## config.mk

```make
export PLATFORM = sky130hd
export DESIGN_NAME = sparse_polynomial_adder
export DESIGN_NICKNAME = d
export VERILOG_FILES = /design/src/hw/rtl/spa_pkg.sv /design/src/hw/rtl/spa_ram.sv /design/src/hw/rtl/spa_alu.sv /design/src/hw/rtl/spa_seq.sv /design/src/hw/rtl/sparse_polynomial_adder.sv
export SDC_FILE = /design/constraint.sdc
export NUM_CORES = 2
export LEC_CHECK = 0
export BUFFER_PORTS_ARGS = -buffer_cell sky130_fd_sc_hd__buf_2
export CELL_PAD_IN_SITES_DETAIL_PLACEMENT = 1
export CELL_PAD_IN_SITES_GLOBAL_PLACEMENT = 1
export CORE_UTILIZATION = 59
export CTS_CLUSTER_DIAMETER = 60
export DETAILED_ROUTE_END_ITERATION = 8
export GPL_TIMING_DRIVEN = 0
export PLACE_DENSITY = 0.84
export SYNTH_ARGS = -nofsm -noshare
export SYNTH_HDL_FRONTEND = slang
export SYNTH_SLANG_ARGS = --single-unit
```

## constraint.sdc

```tcl
create_clock -name clk -period 23.6 [get_ports clk]
set_clock_uncertainty 0.1 [all_clocks]
set_input_delay 3.54 -clock clk [delete_from_list [all_inputs] [get_ports clk]]
set_output_delay 3.54 -clock clk [all_outputs]
set_load 0.005 [all_outputs]
```

## src/hw/rtl/spa_pkg.sv

```systemverilog
// Shared types and constants for the sparse polynomial adder.
// No dependencies; imported by every module of the block but the RAM.
`timescale 1ns / 1ps

package spa_pkg;

  localparam int DEG_W       = 15;
  localparam int COEF_W      = 32;
  localparam int IN_TDATA_W  = 48;
  localparam int IN_TUSER_W  = 3;
  localparam int OUT_TDATA_W = 48;
  localparam int OUT_TUSER_W = 3;

  localparam logic [COEF_W-1:0] COEF_MAX = 32'h7FFF_FFFF;
  localparam logic [COEF_W-1:0] COEF_MIN = 32'h8000_0000;

  // request codes
  localparam logic [1:0] REQ_LOAD  = 2'd0;
  localparam logic [1:0] REQ_SUM   = 2'd1;
  localparam logic [1:0] REQ_CLEAR = 2'd2;
  localparam logic [1:0] REQ_RSVD  = 2'd3;

  // status codes
  localparam logic [1:0] STAT_OK   = 2'd0;
  localparam logic [1:0] STAT_BAD  = 2'd1;
  localparam logic [1:0] STAT_FULL = 2'd2;

  typedef struct packed {
    logic [DEG_W-1:0]  degree;
    logic [COEF_W-1:0] coef;
  } term_t;

  typedef struct packed {
    logic              gt;   // x degree above y degree
    logic              eq;   // degrees match
    logic [COEF_W-1:0] sum;  // saturated x + y coefficient
  } alu_res_t;

  typedef struct packed {
    logic       en;
    logic [1:0] status;
    logic       term_valid;
    term_t      term;
    logic       last;
  } push_t;

  typedef enum logic [3:0] {
    S_IDLE,
    S_L_RD,
    S_L_CMP,
    S_L_POS,
    S_L_SH,
    S_L_SHW,
    S_M_RD,
    S_M_EV,
    S_M_END,
    S_RESP
  } seq_state_t;

endpackage

```

## src/hw/rtl/spa_ram.sv

```systemverilog
// Generic single-write, single-read RAM with registered read data.
// No dependencies.
`timescale 1ns / 1ps

module spa_ram #(
  parameter int WIDTH = 47,
  parameter int DEPTH = 16,
  localparam int AW = (DEPTH > 1) ? $clog2(DEPTH) : 1
) (
  input  logic             clk,
  input  logic             we,
  input  logic [AW-1:0]    waddr,
  input  logic [WIDTH-1:0] wdata,
  input  logic [AW-1:0]    raddr,
  output logic [WIDTH-1:0] rdata
);

  logic [WIDTH-1:0] mem [DEPTH];

  always_ff @(posedge clk) begin
    if (we) begin
      mem[waddr] <= wdata;
    end
    rdata <= mem[raddr];
  end

endmodule

```

## src/hw/rtl/spa_alu.sv

```systemverilog
// Shared compare and saturating-add unit for loads and the merge walk.
// Depends on spa_pkg.
`timescale 1ns / 1ps

module spa_alu
  import spa_pkg::*;
(
  input  term_t    x,
  input  term_t    y,
  output alu_res_t res
);

  logic [COEF_W:0] wide;

  assign wide = {x.coef[COEF_W-1], x.coef} + {y.coef[COEF_W-1], y.coef};

  always_comb begin
    res.gt = x.degree > y.degree;
    res.eq = x.degree == y.degree;
    if (wide[COEF_W] != wide[COEF_W-1]) begin
      res.sum = wide[COEF_W] ? COEF_MIN : COEF_MAX;
    end else begin
      res.sum = wide[COEF_W-1:0];
    end
  end

endmodule

```

## src/hw/rtl/spa_seq.sv

```systemverilog
// Sequencer: sorted insert, merge walk, clear and response beats.
// Depends on spa_pkg; drives both term RAMs and the shared ALU.
`timescale 1ns / 1ps

module spa_seq
  import spa_pkg::*;
#(
  parameter int MAX_TERMS = 16,
  localparam int AW = (MAX_TERMS > 1) ? $clog2(MAX_TERMS) : 1,
  localparam int CW = $clog2(MAX_TERMS + 1)
) (
  input  logic              clk,
  input  logic              rst,
  input  logic              in_valid,
  output logic              in_ready,
  input  logic [1:0]        in_req,
  input  logic              in_which,
  input  logic [COEF_W-1:0] in_coef,
  input  logic [15:0]       in_degree,
  input  logic              can_push,
  output push_t             push,
  output logic [AW-1:0]     a_raddr,
  output logic [AW-1:0]     b_raddr,
  input  term_t             a_rdata,
  input  term_t             b_rdata,
  output logic              a_we,
  output logic              b_we,
  output logic [AW-1:0]     waddr,
  output term_t             wdata,
  output term_t             alu_x,
  output term_t             alu_y,
  input  alu_res_t          alu_res
);

  localparam logic [CW-1:0] MAX_CNT = CW'(MAX_TERMS);

  seq_state_t state, state_next;

  logic          which, which_next;
  term_t         t_new, t_new_next;
  logic [CW-1:0] idx, idx_next;
  logic [CW-1:0] ib, ib_next;
  logic [CW-1:0] pos, pos_next;
  logic [CW-1:0] count_a, count_a_next;
  logic [CW-1:0] count_b, count_b_next;
  logic          pend_valid, pend_valid_next;
  term_t         pend, pend_next;
  logic [1:0]    resp, resp_next;

  logic [CW-1:0] cnt_sel;
  term_t         sel_rdata;
  logic [CW-1:0] rd_ptr;
  logic          a_has, b_has, take_a, take_both, mrg_zero;
  term_t         mrg_term;

  assign cnt_sel   = which ? count_b : count_a;
  assign sel_rdata = which ? b_rdata : a_rdata;

  // shift pass reads the entry below the one it writes
  assign rd_ptr  = (state == S_L_SH) ? (idx - CW'(1)) : idx;
  assign a_raddr = rd_ptr[AW-1:0];
  assign b_raddr = (state == S_M_RD || state == S_M_EV) ? ib[AW-1:0] : rd_ptr[AW-1:0];

  assign alu_x = (state == S_M_EV) ? a_rdata : sel_rdata;
  assign alu_y = (state == S_M_EV) ? b_rdata : t_new;

  // merge pick
  assign a_has     = idx < count_a;
  assign b_has     = ib < count_b;
  assign take_both = a_has && b_has && alu_res.eq;
  assign take_a    = !b_has || (a_has && alu_res.gt);
  assign mrg_term.degree = (take_a || take_both) ? a_rdata.degree : b_rdata.degree;
  assign mrg_term.coef   = take_both ? alu_res.sum : (take_a ? a_rdata.coef : b_rdata.coef);
  assign mrg_zero        = mrg_term.coef == '0;

  always_ff @(posedge clk) begin
    if (rst) begin
      state <= S_IDLE;
    end else begin
      state <= state_next;
    end
  end

  always_ff @(posedge clk) begin
    if (rst) begin
      count_a    <= '0;
      count_b    <= '0;
      pend_valid <= 1'b0;
    end else begin
      count_a    <= count_a_next;
      count_b    <= count_b_next;
      pend_valid <= pend_valid_next;
    end
  end

  always_ff @(posedge clk) begin
    which <= which_next;
    t_new <= t_new_next;
    idx   <= idx_next;
    ib    <= ib_next;
    pos   <= pos_next;
    pend  <= pend_next;
    resp  <= resp_next;
  end

  always_comb begin
    state_next      = state;
    which_next      = which;
    t_new_next      = t_new;
    idx_next        = idx;
    ib_next         = ib;
    pos_next        = pos;
    count_a_next    = count_a;
    count_b_next    = count_b;
    pend_valid_next = pend_valid;
    pend_next       = pend;
    resp_next       = resp;
    in_ready        = 1'b0;
    push            = '0;
    a_we            = 1'b0;
    b_we            = 1'b0;
    waddr           = idx[AW-1:0];
    wdata           = sel_rdata;

    unique case (state)
      S_IDLE: begin
        in_ready = 1'b1;
        if (in_valid) begin
          unique case (in_req)
            REQ_LOAD: begin
              which_next        = in_which;
              t_new_next.degree = in_degree[DEG_W-1:0];
              t_new_next.coef   = in_coef;
              idx_next          = '0;
              if (in_degree[15] || in_coef == '0) begin
                resp_next  = STAT_BAD;
                state_next = S_RESP;
              end else begin
                state_next = S_L_RD;
              end
            end
            REQ_SUM: begin
              idx_next        = '0;
              ib_next         = '0;
              pend_valid_next = 1'b0;
              state_next      = S_M_RD;
            end
            REQ_CLEAR: begin
              count_a_next = '0;
              count_b_next = '0;
              resp_next    = STAT_OK;
              state_next   = S_RESP;
            end
            REQ_RSVD: begin
              resp_next  = STAT_BAD;
              state_next = S_RESP;
            end
          endcase
        end
      end

      // scan for the first entry not above the new degree
      S_L_RD: begin
        if (idx == cnt_sel) begin
          pos_next   = idx;
          state_next = S_L_POS;
        end else begin
          state_next = S_L_CMP;
        end
      end

      S_L_CMP: begin
        if (alu_res.eq) begin
          resp_next  = STAT_BAD;
          state_next = S_RESP;
        end else if (alu_res.gt) begin
          idx_next   = idx + CW'(1);
          state_next = S_L_RD;
        end else begin
          pos_next   = idx;
          state_next = S_L_POS;
        end
      end

      S_L_POS: begin
        if (cnt_sel == MAX_CNT) begin
          resp_next  = STAT_FULL;
          state_next = S_RESP;
        end else begin
          idx_next   = cnt_sel;
          state_next = S_L_SH;
        end
      end

      // open a slot at pos, top entry first
      S_L_SH: begin
        if (idx == pos) begin
          waddr = pos[AW-1:0];
          wdata = t_new;
          a_we  = !which;
          b_we  = which;
          if (which) begin
            count_b_next = count_b + CW'(1);
          end else begin
            count_a_next = count_a + CW'(1);
          end
          resp_next  = STAT_OK;
          state_next = S_RESP;
        end else begin
          state_next = S_L_SHW;
        end
      end

      S_L_SHW: begin
        waddr      = idx[AW-1:0];
        wdata      = sel_rdata;
        a_we       = !which;
        b_we       = which;
        idx_next   = idx - CW'(1);
        state_next = S_L_SH;
      end

      S_M_RD: begin
        if (!a_has && !b_has) begin
          state_next = S_M_END;
        end else begin
          state_next = S_M_EV;
        end
      end

      // one term held back so the final beat can carry last
      S_M_EV: begin
        if (!(!mrg_zero && pend_valid && !can_push)) begin
          if (!mrg_zero) begin
            if (pend_valid) begin
              push.en         = 1'b1;
              push.status     = STAT_OK;
              push.term_valid = 1'b1;
              push.term       = pend;
              push.last       = 1'b0;
            end
            pend_next       = mrg_term;
            pend_valid_next = 1'b1;
          end
          if (take_a || take_both) begin
            idx_next = idx + CW'(1);
          end
          if (!take_a) begin
            ib_next = ib + CW'(1);
          end
          state_next = S_M_RD;
        end
      end

      S_M_END: begin
        if (can_push) begin
          push.en         = 1'b1;
          push.status     = STAT_OK;
          push.term_valid = pend_valid;
          push.term       = pend_valid ? pend : '0;
          push.last       = 1'b1;
          pend_valid_next = 1'b0;
          state_next      = S_IDLE;
        end
      end

      S_RESP: begin
        if (can_push) begin
          push.en         = 1'b1;
          push.status     = resp;
          push.term_valid = 1'b0;
          push.term       = '0;
          push.last       = 1'b1;
          state_next      = S_IDLE;
        end
      end

      default: begin
        state_next = S_IDLE;
      end
    endcase
  end

endmodule

```

## src/hw/rtl/sparse_polynomial_adder.sv

```systemverilog
// One request at a time; each store entry touched takes a read state and then a compare,
//   evaluate or write state, set by the single read port and registered read of each term
//   RAM feeding the shared compare/add unit.
// Reset: synchronous, clears both term counts and the output valid flag; RAM contents stay
//   undefined and are never read below an unwritten count, so no clearing pass is needed.
`timescale 1ns / 1ps

module sparse_polynomial_adder
  import spa_pkg::*;
#(
  parameter int MAX_TERMS = 16
) (
  input  logic                   clk,
  input  logic                   rst,
  // request stream
  input  logic                   s_tvalid,
  output logic                   s_tready,
  input  logic [IN_TDATA_W-1:0]  s_tdata,   // [31:0] term_coef, [47:32] term_degree
  input  logic [IN_TUSER_W-1:0]  s_tuser,   // [1:0] req_type, [2] which_poly
  // result stream
  output logic                   m_tvalid,
  input  logic                   m_tready,
  output logic [OUT_TDATA_W-1:0] m_tdata,   // [31:0] sum_coef, [46:32] sum_degree, [47] zero
  output logic [OUT_TUSER_W-1:0] m_tuser,   // [1:0] status, [2] term_valid
  output logic                   m_tlast    // last
);

  localparam int AW = (MAX_TERMS > 1) ? $clog2(MAX_TERMS) : 1;

  // RAM ports
  logic [AW-1:0] a_raddr, b_raddr, waddr;
  logic          a_we, b_we;
  term_t         a_rdata, b_rdata, wdata;

  // shared unit
  term_t    alu_x, alu_y;
  alu_res_t alu_res;

  // output register
  push_t push;
  push_t out_beat;
  logic  out_valid;
  logic  can_push;

  assign can_push = !out_valid || m_tready;

  spa_ram #(
    .WIDTH ($bits(term_t)),
    .DEPTH (MAX_TERMS)
  ) u_ram_a (
    .clk   (clk),
    .we    (a_we),
    .waddr (waddr),
    .wdata (wdata),
    .raddr (a_raddr),
    .rdata (a_rdata)
  );

  spa_ram #(
    .WIDTH ($bits(term_t)),
    .DEPTH (MAX_TERMS)
  ) u_ram_b (
    .clk   (clk),
    .we    (b_we),
    .waddr (waddr),
    .wdata (wdata),
    .raddr (b_raddr),
    .rdata (b_rdata)
  );

  spa_alu u_alu (
    .x   (alu_x),
    .y   (alu_y),
    .res (alu_res)
  );

  spa_seq #(
    .MAX_TERMS (MAX_TERMS)
  ) u_seq (
    .clk       (clk),
    .rst       (rst),
    .in_valid  (s_tvalid),
    .in_ready  (s_tready),
    .in_req    (s_tuser[1:0]),
    .in_which  (s_tuser[2]),
    .in_coef   (s_tdata[31:0]),
    .in_degree (s_tdata[47:32]),
    .can_push  (can_push),
    .push      (push),
    .a_raddr   (a_raddr),
    .b_raddr   (b_raddr),
    .a_rdata   (a_rdata),
    .b_rdata   (b_rdata),
    .a_we      (a_we),
    .b_we      (b_we),
    .waddr     (waddr),
    .wdata     (wdata),
    .alu_x     (alu_x),
    .alu_y     (alu_y),
    .alu_res   (alu_res)
  );

  // output stage: holds one beat, refilled in the cycle it drains
  always_ff @(posedge clk) begin
    if (rst) begin
      out_valid <= 1'b0;
    end else if (push.en) begin
      out_valid <= 1'b1;
    end else if (m_tready) begin
      out_valid <= 1'b0;
    end
  end

  always_ff @(posedge clk) begin
    if (push.en) begin
      out_beat <= push;
    end
  end

  assign m_tvalid = out_valid;
  assign m_tdata  = {1'b0, out_beat.term.degree, out_beat.term.coef};
  assign m_tuser  = {out_beat.term_valid, out_beat.status};
  assign m_tlast  = out_beat.last;

endmodule

```

==> reports/qor_table.md <==
| Quantity | This run | Unit |
| --- | --- | --- |
| Proportion of power drawn by the clock network | 25.5 | % |
| Number of core rows | 128 | - |
| Post-synthesis cell area | 72300 | sq um |
| CTS tree | yes | - |
| Share of post-route cells with drive strength above 1 | 27.1 | % |
| Most used flip-flop cell after synthesis | edfxtp_1 | - |
| # resized after CTS | 0 | - |
| Final critical-path setup slack | 13.85 | ns |
| Dpl ws | 14.55 | ns |
| Drc violations | 0 | - |
| Rel. slew slack | -4.99 | % |
| Antenna violations before repair | 14 | - |
| Number of endpoints failing setup at the final stage | 0 | - |
| Core utilization of the finished layout | 68.8 | % |
| Part of the power in registers | 36.9 | % |
| Mean instance size in the synthesized netlist | 18.5 | sq um |
| Horiz. Die Dim | 352 | um |
| Most common cell after layout, fill and taps aside | edfxtp_1 | - |
| Maximum ir drop on the vdd rail | 0.0000853 | V |
| Initial cell density of the core | 59.4 | % |
| Achievable Freq | 103 | MHz |
| Number of standard cells in the final layout excluding fillers | 6117 | - |
| Worst hold-check slack | 0.391 | ns |
| Cell leakage power | 27.3 | nW |
| Die footprint | 124000 | sq um |
| Pwr Density | 141 | nW/um^2 |
| Sink count of the clock tree | 1777 | - |
| Final count of hold timing violations | 0 | - |
| Largest fanout on the critical path | 34 | - |
| Violated checks | capacitance limit, slew limit | - |
| Internal Pwr Total | 7.33 | mW |
| Count of flip-flops with a built-in enable after synthesis | 1667 | - |
| Transition at the pin with the smallest max-transition slack | 1.57 | ns |
| Arrival time reported for the critical path endpoint | 10.19 | ns |
| Remaining number of nets flagged by the antenna check after routing | 0 | - |
| Number of filler cells placed in the layout | 9971 | - |
| Status | complete, but fails checks | - |
| Worst min-delay path category | flop to flop | - |
| Sum of routed wire length over all layers | 263000 | um |
| Clock transition at the registers of the reported paths | 0.06 | ns |
| Routed via count divided by cell count | 7.46 | - |
| Top library cells by usage in the layout, fill and taps aside | edfxtp_1, mux4_2, nand2_1 | - |
| Starting DRC count in detailed routing | 7746 | - |
| Gate count of the mapped netlist | 3908 | - |
| Largest cells by area after synthesis | edfxtp_1, mux4_2, dfxtp_1 | - |
| Final net count | 4455 | - |
| Layout area overhead | 15.9 | % |
| Ports placed on the boundary | 109 | - |
| Buffer cell driving the clock tree root | clkbuf_16 | - |
| Clock Latency Late Sink | 0.83 | ns |
| Total half-perimeter wirelength after legalization and detailed placement | 161000 | um |
| Placed Cells | 5785 | - |
| Number of global-route vias before repair | 46700 | - |
| Number of storage elements in the synthesis netlist | 1777 | - |
| Total global routing track utilization | 42.9 | % |
| Placement Cell Area | 77700 | sq um |
| Placer's final routability congestion estimate | 0.978 | - |
| Portion of synthesized cell area occupied by the leading cell type | 69.2 | % |
| Seq/Total Area, Yosys | 72.3 | % |
| Post-CTS Hold Buffers | 0 | - |
| Required time at the endpoint of the critical path | 24.04 | ns |
| Vertical extent of the die | 352 | um |
| Warnings, synthesis | 0 | - |
| Unrepaired setup endpoints after global routing | false | - |
| Global route total overflow | 0 | - |
| Maximum Capacitance Violations | 5 | - |
| Setup Fix Bufs, Post-CTS | 0 | - |
| Total count of max-transition violations in the final report | 35 | - |
| Total negative slack for setup checks | 0 | ns |
| Total power consumption of the routed design | 11.8 | mW |
| Fraction of registers with async set/reset | 0 | % |
| Routed len/inst | 43.0 | um |
| Wire length of the first global-routing pass | 367000 | um |
| Total of buffers placed on input and output ports | 106 | - |
| Setup crit end kind | flop | - |
| Largest net degree at the start of global routing | 35 | - |
| Placeable Area | 122000 | sq um |
| TritonCTS Buffers | 176 | - |
| Maximum buffer depth of the clock tree | 3 | - |
| Finished Cell Area | 83800 | sq um |
| Startpoint type of the worst setup path | flop | - |
| Reported net switching power | 4.50 | mW |
| Most area-hungry cell type in the Yosys netlist | edfxtp_1 | - |
| Combinational cell fraction of total power | 37.5 | % |
| Level count of the clock H-tree | 4 | - |
| Post-synthesis net count | 4024 | - |
| Routed via count | 45600 | - |
| Shortest clock period the worst path allows after layout | 9.75 | ns |
| Crit share post-route | 41.3 | % |
| CP Class | flop to flop | - |
| Count of different cell masters after synthesis | 84 | - |
| Switching portion of total power | 38.0 | % |
| Number of search-and-repair iterations in the first detailed-routing pass | 8 | - |
==> cells in the mapped netlist, types with 10 or more instances <==
master and n:
edfxtp_1 1667, mux4_2 423, nand2_1 225, a21oi_1 164, nor2_1 149, clkbuf_1 148
nand3_1 119, dfxtp_1 110, mux2i_1 105, mux2_2 62, ha_1 60, a211oi_1 58
nor2b_1 58, o21ai_0 46, o21ai_2 38, buf_2 37, nor3_1 32, xnor2_1 31
nand4_1 30, nor4_1 28, a31oi_1 27, buf_1 26, inv_1 23, xor2_1 22
o22ai_1 19, a21o_1 15, or3_1 15, nand2b_1 13, and3_1 12, o211ai_1 10
o21ai_1 10
==> logic make-up after synthesis <==
group | count (synthesis) | synth area share [%]
and+or+nand+nor | 714 | 4.69
xor gates and xnor gates | 53 | 0.642
muxes | 591 | 15.6
buffers and inverters | 245 | 1.41
adders and majority gates | 61 | 1.07
other | 1 | 0.00519
AOI/OAI and AO/OA | 466 | 4.28
DFF | 1777 | 72.3
==> cell type report <==
class	instances	area, sq um	area share [%]
clock inverters	109	1340	1.60
repair buffers	253	2910	3.47
well taps	1625	2030	2.43
plain buffers	220	933	1.11
diodes	4	10.0	0.0120
multi-input cells	1886	19500	23.3
flip-flops and latches	1777	52300	62.4
inverters	25	93.8	0.112
clock buffers	218	4690	5.60
==> critical path: stages (launching register included) <==
cell      delay (ns)
edfxtp_1        0.36
clkbuf_1        0.20
clkbuf_1        0.60
nand2_1         0.35
clkbuf_1        0.77
clkbuf_1        0.85
mux2_2          0.42
ha_1            0.31
a211oi_1        0.31
nor2_1          0.15
o31ai_2         0.96
a31oi_1         0.49
nand2b_1        0.40
buf_2           0.31
o22ai_1         0.43
nor2_1          0.14
nor4_1          0.48
a31oi_1         0.29
nor3_4          0.70
buf_6           0.28
o21ai_4         0.22
buf_12          0.27
==> metal layers <==
| layer | vias up | track usage, % | share of wire (%) |
|---|---|---|---|
| met5 | - | 0 | 0.11 |
| met1 | 23300 | 53.8 | 33 |
| met3 | 1059 | 12.9 | 13 |
| met2 | 4486 | 65.6 | 46 |
| li1 | 16800 | - | - |
| met4 | 18 | 27.9 | 7.5 |
==> power by group through the flow <==
stage,sequential (mW),clock (mW),combinational [mW]
after floorplan,4.23,0,2.46
after global placement,4.41,0,3.68
after detailed placement,4.38,0,4.09
after CTS,4.33,3.01,4.28
after global routing,4.35,3.09,4.52
final,4.37,3.02,4.44
==> state kept, by name, summed over array words and instances, names as in the netlist <==
name              count
u_seq.pend           47
u_seq.state           4
u_seq.count_a         5
m_tdata              47
u_ram_a.rdata        47
u_ram_a.mem         752
m_tvalid              1
m_tlast               1
m_tuser               3
u_seq.idx             5
u_seq.resp            2
u_ram_b.mem         752
u_seq.count_b         5
u_seq.which           1
u_seq.pos             5
u_seq.ib              5
u_seq.pend_valid      1
u_ram_b.rdata        47
u_seq.t_new          47
==> worst paths after layout <==
path / from / to / slack, ns / depth (start not counted)
min: u_seq.idx[0] / u_seq.pos[0] / 0.39 / 0
max reg2reg: u_seq.which / m_tdata[8] / 13.85 / 21
min reg2reg: u_seq.idx[0] / u_seq.pos[0] / 0.39 / 0
max: u_seq.which / m_tdata[8] / 13.85 / 21
(Power assumes the default switching activity.)
